[src/rtl/triangle_wave_channel_defines.svh]
// ----------------------------------------------------------------------------
// Triangle wave channel assertion macros
// Clocked assertion wrappers; they expand to nothing in synthesis.
// ----------------------------------------------------------------------------
`ifndef TRIANGLE_WAVE_CHANNEL_DEFINES_SVH
`define TRIANGLE_WAVE_CHANNEL_DEFINES_SVH

`ifndef SYNTHESIS
// checked only outside reset
`define TWC_ASSERT(label, prop, msg) \
    label: assert property (@(posedge i_clk) disable iff (!i_rst_n) prop) else $error(msg);
// checked on every edge, reset included
`define TWC_ASSERT_ALWAYS(label, prop, msg) \
    label: assert property (@(posedge i_clk) prop) else $error(msg);
`else
`define TWC_ASSERT(label, prop, msg)
`define TWC_ASSERT_ALWAYS(label, prop, msg)
`endif

`endif

[src/rtl/twc_pkg.sv]
// ----------------------------------------------------------------------------
// twc_pkg
// Shared types, event codes and lookup tables of the triangle wave channel.
// ----------------------------------------------------------------------------
`default_nettype none

package twc_pkg;

    localparam int OP_W     = 3;
    localparam int OFFS_W   = 2;
    localparam int DATA_W   = 8;
    localparam int SAMPLE_W = 4;
    localparam int STEP_W   = 5;
    localparam int PERIOD_W = 11;
    localparam int LEN_W    = 8;
    localparam int LIN_W    = 7;

    typedef enum logic [OP_W-1:0] {
        OP_WRITE      = 3'd0,
        OP_TIMER_TICK = 3'd1,
        OP_LINEAR_CLK = 3'd2,
        OP_LENGTH_CLK = 3'd3,
        OP_SET_ENABLE = 3'd4
    } t_op;

    typedef enum logic [OFFS_W-1:0] {
        REG_CONTROL   = 2'd0,
        REG_UNUSED    = 2'd1,
        REG_PERIOD_LO = 2'd2,
        REG_PERIOD_HI = 2'd3
    } t_reg;

    // one event as held in the input register
    typedef struct packed {
        logic [OP_W-1:0]   op;
        logic [OFFS_W-1:0] reg_offset;
        logic [DATA_W-1:0] write_data;
        logic              enable_value;
    } t_event;

    // what the core reports back per processed event
    typedef struct packed {
        logic [SAMPLE_W-1:0] sample;
        logic                length_active;
    } t_result;

    localparam logic [SAMPLE_W-1:0] RAMP_LEVELS [32] = '{
        4'd15, 4'd14, 4'd13, 4'd12, 4'd11, 4'd10, 4'd9,  4'd8,
        4'd7,  4'd6,  4'd5,  4'd4,  4'd3,  4'd2,  4'd1,  4'd0,
        4'd0,  4'd1,  4'd2,  4'd3,  4'd4,  4'd5,  4'd6,  4'd7,
        4'd8,  4'd9,  4'd10, 4'd11, 4'd12, 4'd13, 4'd14, 4'd15
    };

    localparam logic [LEN_W-1:0] LENGTH_LOADS [32] = '{
        8'd10,  8'd254, 8'd20, 8'd2,  8'd40, 8'd4,  8'd80, 8'd6,
        8'd160, 8'd8,   8'd60, 8'd10, 8'd14, 8'd12, 8'd26, 8'd14,
        8'd12,  8'd16,  8'd24, 8'd18, 8'd48, 8'd20, 8'd96, 8'd22,
        8'd192, 8'd24,  8'd72, 8'd26, 8'd16, 8'd28, 8'd32, 8'd30
    };

endpackage

`default_nettype wire

[src/rtl/triangle_wave_channel.sv]
// ----------------------------------------------------------------------------
// triangle_wave_channel
// Triangle-wave sound channel: one event in, one sample result out.
// ----------------------------------------------------------------------------
//  Channel | Direction | Handshake          | Payload
//  --------+-----------+--------------------+-----------------------------------
//  event   | in        | i_valid / o_stall  | i_operation, i_reg_offset,
//          |           |                    | i_write_data, i_enable_value
//  result  | out       | o_valid / i_stall  | o_sample, o_length_active
//
//  One event per cycle while the result side does not stall; an event passes
//  through the input register, then the result register, before its result
//  can be taken.
//  Channel state updates in the cycle the event moves into the result register.
//  Reset is synchronous, active low; all channel state clears to zero.
//  A stall on the result side backs up through the input register only
//  when both stages hold a transfer.
// ----------------------------------------------------------------------------
`default_nettype none
`include "triangle_wave_channel_defines.svh"

module triangle_wave_channel (
    input  wire logic                          i_clk,
    input  wire logic                          i_rst_n,
    // event channel
    input  wire logic                          i_valid,
    output logic                               o_stall,
    input  wire logic [twc_pkg::OP_W-1:0]      i_operation,
    input  wire logic [twc_pkg::OFFS_W-1:0]    i_reg_offset,
    input  wire logic [twc_pkg::DATA_W-1:0]    i_write_data,
    input  wire logic                          i_enable_value,
    // result channel
    output logic                               o_valid,
    input  wire logic                          i_stall,
    output logic [twc_pkg::SAMPLE_W-1:0]       o_sample,
    output logic                               o_length_active
);
    import twc_pkg::*;

    // input register
    logic    r_in_valid;
    t_event  r_event;

    // result register
    logic    r_out_valid;
    t_result r_result;

    t_result core_result;
    logic    out_free;   // result register can take a new value this cycle
    logic    advance;    // event in the input register is processed now
    logic    in_take;    // new event transfer accepted

    assign out_free = !r_out_valid || !i_stall;
    assign advance  = r_in_valid && out_free;
    assign o_stall  = r_in_valid && !out_free;
    assign in_take  = i_valid && !o_stall;

    always_ff @(posedge i_clk) begin
        if (!i_rst_n) begin
            r_in_valid <= 1'b0;
        end else if (in_take || advance) begin
            r_in_valid <= in_take;
        end
    end

    always_ff @(posedge i_clk) begin
        if (in_take) begin
            r_event.op           <= i_operation;
            r_event.reg_offset   <= i_reg_offset;
            r_event.write_data   <= i_write_data;
            r_event.enable_value <= i_enable_value;
        end
    end

    // channel state lives here; it commits only when the event advances
    twc_core u_core (
        .i_clk    (i_clk),
        .i_rst_n  (i_rst_n),
        .i_fire   (advance),
        .i_event  (r_event),
        .o_result (core_result)
    );

    always_ff @(posedge i_clk) begin
        if (!i_rst_n) begin
            r_out_valid <= 1'b0;
        end else if (out_free) begin
            r_out_valid <= advance;
        end
    end

    always_ff @(posedge i_clk) begin
        if (advance) begin
            r_result <= core_result;
        end
    end

    assign o_valid         = r_out_valid;
    assign o_sample        = r_result.sample;
    assign o_length_active = r_result.length_active;

    // a processed event always lands in the result register
    `TWC_ASSERT(a_advance_gives_result, advance |=> o_valid, "processed event lost")
    // back-pressure only when the result register is full and held
    `TWC_ASSERT(a_stall_cause, o_stall |-> (o_valid && i_stall), "spurious input stall")
    // reset leaves both stages empty
    `TWC_ASSERT_ALWAYS(a_reset_empty, !i_rst_n |=> (!o_valid && !o_stall),
        "pipeline not empty after reset")

endmodule

`default_nettype wire

[src/rtl/twc_core.sv]
// ----------------------------------------------------------------------------
// twc_core
// Channel state: timer, ramp sequencer, linear and length counters.
// Applies one event per cycle when i_fire is high and returns the new sample.
// ----------------------------------------------------------------------------
`default_nettype none

module twc_core (
    input  wire logic             i_clk,
    input  wire logic             i_rst_n,
    input  wire logic             i_fire,
    input  wire twc_pkg::t_event  i_event,
    output twc_pkg::t_result      o_result
);
    import twc_pkg::*;

    logic                r_control_flag,        n_control_flag;
    logic                r_length_halt_clear,   n_length_halt_clear;
    logic [LIN_W-1:0]    r_linear_reload_value, n_linear_reload_value;
    logic [PERIOD_W-1:0] r_period_reload,       n_period_reload;
    logic [PERIOD_W-1:0] r_period_count,        n_period_count;
    logic [LEN_W-1:0]    r_length_count,        n_length_count;
    logic [LIN_W-1:0]    r_linear_count,        n_linear_count;
    logic                r_reload_pending,      n_reload_pending;
    logic [STEP_W-1:0]   r_step_index,          n_step_index;
    logic                r_channel_enabled,     n_channel_enabled;

    always_comb begin
        n_control_flag        = r_control_flag;
        n_length_halt_clear   = r_length_halt_clear;
        n_linear_reload_value = r_linear_reload_value;
        n_period_reload       = r_period_reload;
        n_period_count        = r_period_count;
        n_length_count        = r_length_count;
        n_linear_count        = r_linear_count;
        n_reload_pending      = r_reload_pending;
        n_step_index          = r_step_index;
        n_channel_enabled     = r_channel_enabled;

        case (i_event.op)
            OP_WRITE: begin
                case (i_event.reg_offset)
                    REG_CONTROL: begin
                        n_control_flag        = i_event.write_data[7];
                        n_length_halt_clear   = ~i_event.write_data[7];
                        n_linear_reload_value = i_event.write_data[LIN_W-1:0];
                    end
                    REG_PERIOD_LO: begin
                        n_period_reload = {r_period_reload[PERIOD_W-1:8],
                                           i_event.write_data};
                    end
                    REG_PERIOD_HI: begin
                        n_period_reload = {i_event.write_data[2:0],
                                           r_period_reload[7:0]};
                        // length only loads while the channel is on
                        if (r_channel_enabled) begin
                            n_length_count = LENGTH_LOADS[i_event.write_data[7:3]];
                        end
                        n_reload_pending = 1'b1;
                    end
                    default: begin
                    end
                endcase
            end
            OP_TIMER_TICK: begin
                if (r_period_count != '0) begin
                    n_period_count = r_period_count - 1'b1;
                end else begin
                    n_period_count = r_period_reload;
                    if ((r_length_count != '0) && (r_linear_count != '0) &&
                        (r_period_reload >= PERIOD_W'(2))) begin
                        n_step_index = r_step_index + 1'b1;
                    end
                end
            end
            OP_LINEAR_CLK: begin
                if (r_reload_pending) begin
                    n_linear_count = r_linear_reload_value;
                end else if (r_linear_count != '0) begin
                    n_linear_count = r_linear_count - 1'b1;
                end
                if (!r_control_flag) begin
                    n_reload_pending = 1'b0;
                end
            end
            OP_LENGTH_CLK: begin
                if (r_length_halt_clear && (r_length_count != '0)) begin
                    n_length_count = r_length_count - 1'b1;
                end
            end
            OP_SET_ENABLE: begin
                n_channel_enabled = i_event.enable_value;
            end
            default: begin
            end
        endcase
    end

    always_ff @(posedge i_clk) begin
        if (!i_rst_n) begin
            r_control_flag        <= 1'b0;
            r_length_halt_clear   <= 1'b0;
            r_linear_reload_value <= '0;
            r_period_reload       <= '0;
            r_period_count        <= '0;
            r_length_count        <= '0;
            r_linear_count        <= '0;
            r_reload_pending      <= 1'b0;
            r_step_index          <= '0;
            r_channel_enabled     <= 1'b0;
        end else if (i_fire) begin
            r_control_flag        <= n_control_flag;
            r_length_halt_clear   <= n_length_halt_clear;
            r_linear_reload_value <= n_linear_reload_value;
            r_period_reload       <= n_period_reload;
            r_period_count        <= n_period_count;
            r_length_count        <= n_length_count;
            r_linear_count        <= n_linear_count;
            r_reload_pending      <= n_reload_pending;
            r_step_index          <= n_step_index;
            r_channel_enabled     <= n_channel_enabled;
        end
    end

    // result reflects the state after this event
    assign o_result.sample        = n_channel_enabled ? RAMP_LEVELS[n_step_index] : '0;
    assign o_result.length_active = (n_length_count != '0);

endmodule

`default_nettype wire

[config.mk]
export PLATFORM = sky130hd
export DESIGN_NAME = triangle_wave_channel
export DESIGN_NICKNAME = d
export VERILOG_FILES = /design/src/rtl/twc_pkg.sv /design/src/rtl/triangle_wave_channel.sv /design/src/rtl/twc_core.sv
export VERILOG_INCLUDE_DIRS = /design/src /design/src/rtl
export SDC_FILE = /design/constraint.sdc
export NUM_CORES = 1
export LEC_CHECK = 0
export BUFFER_PORTS_ARGS = -buffer_cell sky130_fd_sc_hd__buf_2
export CAP_MARGIN = 5
export CORE_MARGIN = 2
export CORE_UTILIZATION = 60
export DETAILED_ROUTE_END_ITERATION = 10
export PLACE_DENSITY = 0.79
export SETUP_SLACK_MARGIN = 0.4
export SLEW_MARGIN = 10
export SYNTH_ARGS = -nofsm -noshare
export SYNTH_HDL_FRONTEND = slang
export SYNTH_SLANG_ARGS = --single-unit
[constraint.sdc]
create_clock -name i_clk -period 4.1 [get_ports i_clk]
set_input_delay 0.205 -clock i_clk [delete_from_list [all_inputs] [get_ports i_clk]]
set_output_delay 0.205 -clock i_clk [all_outputs]
set_load 0.05 [all_outputs]
==> impl_metrics.tcl <==
set metrics [dict create \
    status "complete, no violations" \
    die_height_um 86.2 \
    synth_top_area_cell "dfxtp_1" \
    final_cells 555 \
    period_needed_ns 2.66 \
    n_antenna_cell 0 \
    maxCapViolations 0 \
    num-fill-cells 537 \
    critical_path_class "reg2reg" \
    wl_mm 8.67 \
    setup_viol 0 \
    die_w_um 86.2 \
    grt_antenna_before_repair 0 \
    cp.arrival_ns 2.73 \
    worst-path-max-fanout 11 \
    avgRoutedWirePerCell_um 15.6 \
    insertion_delay_ns 0.34 \
    nNetsFinal 502 \
    drv_slew 0 \
    grt.overflow.total 0 \
    hold_buffers 0 \
    cts_buffers 9 \
    dpl_cell_area_mm2 0.00420 \
    maxSlewHeadroom 0.458 \
    ios 25 \
    place.gp.congestion 0.904 \
    worst_path_most_repeated_cell "a211oi_1" \
    htreeDepth 3 \
    synth_cells 459 \
    ctsResizeCount 0 \
    synth_top_flop_cell "dfxtp_1" \
    drtIter0Drc 219 \
    core_area_mm2 0.00646 \
    worst_slack_ns 1.44 \
    dpl.cell_count 539 \
    drc 0 \
    synth-edff-count 19 \
    grt_max_degree 56 \
    fin_setup_tns_ns 0 \
    required_ns 4.16 \
    synth_top_area_share 0.272 \
    cp-start-kind "flip-flop" \
    cp_top_family "simple AND/OR/NAND/NOR gates" \
    io_buffers 24 \
    syn_nets 488 \
    dp_slack_ns 1.49 \
    syn_area_per_cell_um2 8.83 \
    grt_pass1_wl_mm 14.9 \
    dpl.hpwl_mm 6.08 \
    yosys_warnings 0 \
    drtPass1Iterations 4 \
    via_per_inst 6.08 \
    timing.fmax_mhz 375 \
    worst_pin_slew_ns 0.813 \
    synth_area_mm2 0.00406 \
    drive_gt1_frac 0.107 \
    path_buf_inv 1 \
    grt_pass1_vias 3216 \
    cts_buffer_depth 2 \
    ant_nets 0 \
    cts_sinks 74 \
    rsz0062_at_grt "no" \
    crit_path_top_delay_cell "edfxtp_1" \
    synth-seq-cells 74 \
    cpPeakStageDelay_ns 0.54 \
    p_leak_nw 1.68 \
    path_cells "inv_1 -> ha_1 -> and4_1 -> a211oi_1 -> a211oi_1 -> a311o_1 -> nor4_1 -> nand4_1" \
    rr_worst_depth 8 \
    track_usage 0.250 \
    holdPathStages 1 \
    end_kind "flip-flop" \
    vdd_ir_drop_max_v 0.000242 \
    hp-class "in2reg" \
    finalHoldViolCount 0 \
    dieArea_mm2 0.00743 \
    clk_pin_slew_ns 0.08 \
    fin_crit_sh 0.650 \
    fin_area_mm2 0.00439 \
    vias 3374 \
    synthArstFlopShare 0 \
    floorplan.initialDensity 0.628 \
    synthTopCellsByArea "dfxtp_1 (27%), edfxtp_1 (14%), mux2i_1 (5.9%), nor2b_1 (4.6%), o21ai_0 (3.8%)" \
    area_growth_pct 8.21 \
    holdWs_ns 0.0314 \
    synthDistinctLibCells 58 \
    cp.depth 8 \
    seqCellArea_mm2 0.00167 \
    fin_worst_skew_ns 0.00864 \
    row_count 29 \
    cts_tree "done" \
    cts_post_setup_buffers_inserted 0 \
    root_buffer "clkbuf_8" \
    multi_input_area_mm2 0.00222 \
    power_density_mw_per_mm2 337 \
    seq_area_frac_synth 0.412 \
]
[registers in the layout, indices dropped and copies added, names as in the netlist, 4 cells and up]
register and cells:
r_event 14, u_core.r_length_count 8, u_core.r_linear_count 7, u_core.r_step_index 5, u_core.r_linear_reload_value 7, u_core.r_period_reload 11, o_sample 4, u_core.r_period_count 11
[Yosys cell counts, types with 2 or more instances]
cell	count
nor2_1	33
and4_1	3
nand3b_1	4
and2_1	13
mux2i_1	24
edfxtp_1	19
o211a_1	4
nand2_1	27
nor4_1	8
a22oi_1	4
o211ai_1	2
nor3b_1	6
inv_1	16
xor2_1	2
nand2b_1	10
a31oi_1	2
nand4_1	8
clkbuf_1	16
or3_1	5
nand3_1	14
xnor2_1	8
and3_1	3
nor3_1	21
ha_1	11
or3b_2	2
and4b_1	2
and3b_1	2
a21oi_1	29
o21a_1	3
or4_4	2
nor2b_1	30
o21ai_0	31
o31ai_1	2
buf_2	5
a21boi_0	10
dfxtp_1	55
a211oi_1	2
[kinds of logic (layout without fill, tap and decap cells)]
group / Yosys count / after routing / synth area share
XOR/XNOR: 10 / 10 / 0.0216
flip-flops: 74 / 74 / 0.412
AND/OR/NAND/NOR: 198 / 198 / 0.273
buffers and inverters: 40 / 59 / 0.0407
AO/OA/AOI/OAI: 102 / 102 / 0.159
adder cells (fa/ha/maj): 11 / 11 / 0.0339
multiplexers: 24 / 24 / 0.0592
[final timing paths]
path | start | endpoint | slack (ns)
worst max register to register | r_event[4] | o_length_active | 1.44
worst max-delay path | r_event[4] | o_length_active | 1.44
worst min register to register | u_core.r_linear_count[6] | u_core.r_linear_count[6] | 0.47
worst min-delay path | i_write_data[1] | r_event[2] | 0.03
[metal layers]
layer	vias up	global-route usage	share of wire
met3	10	0.0533	0.041
met4	0	0.0668	0.0095
met1	1601	0.332	0.47
met2	87	0.417	0.48
li1	1676	-	-
met5	-	0	0
[cell type report]
class                   count  share of cell area
clock buffers              10              0.0291
clock inverters             6              0.0148
inverters                  16              0.0137
multi-input cells         345               0.507
flip-flops and latches     74               0.381
well taps                  77              0.0220
repair buffers             27              0.0325
[worst reg2reg max path, cell delays in order (launching register included)]
cell and delay [ns]:
edfxtp_1 0.54, inv_1 0.18, ha_1 0.32, and4_1 0.23, a211oi_1 0.21, a211oi_1 0.09, a311o_1 0.31, nor4_1 0.36
nand4_1 0.15
[through the flow]
step	utilization	power, mW
floorplan	-	0.900
global placement	0.650	0.934
detailed placement	0.650	0.937
CTS	0.679	1.49
global route	0.679	1.53
finish	0.679	1.48
[placed cells by master, fill, tap and decap left out, types with 14 or more instances in the layout]
cell type	synthesis	routed
mux2i_1	24	24
o21ai_0	31	31
edfxtp_1	19	19
nor3_1	21	21
nor2b_1	30	30
inv_1	16	16
nor2_1	33	33
dfxtp_1	55	55
nand3_1	14	14
buf_2	5	24
a21oi_1	29	29
nand2_1	27	27
[power breakdown]
group          switching [mW]  internal, mW  total, mW
Combinational          0.0784        0.0493      0.128
Sequential             0.0272         0.768      0.795
Clock                   0.274         0.283      0.557
Total                   0.380          1.10       1.48
Power figures use the tool's default switching activity.
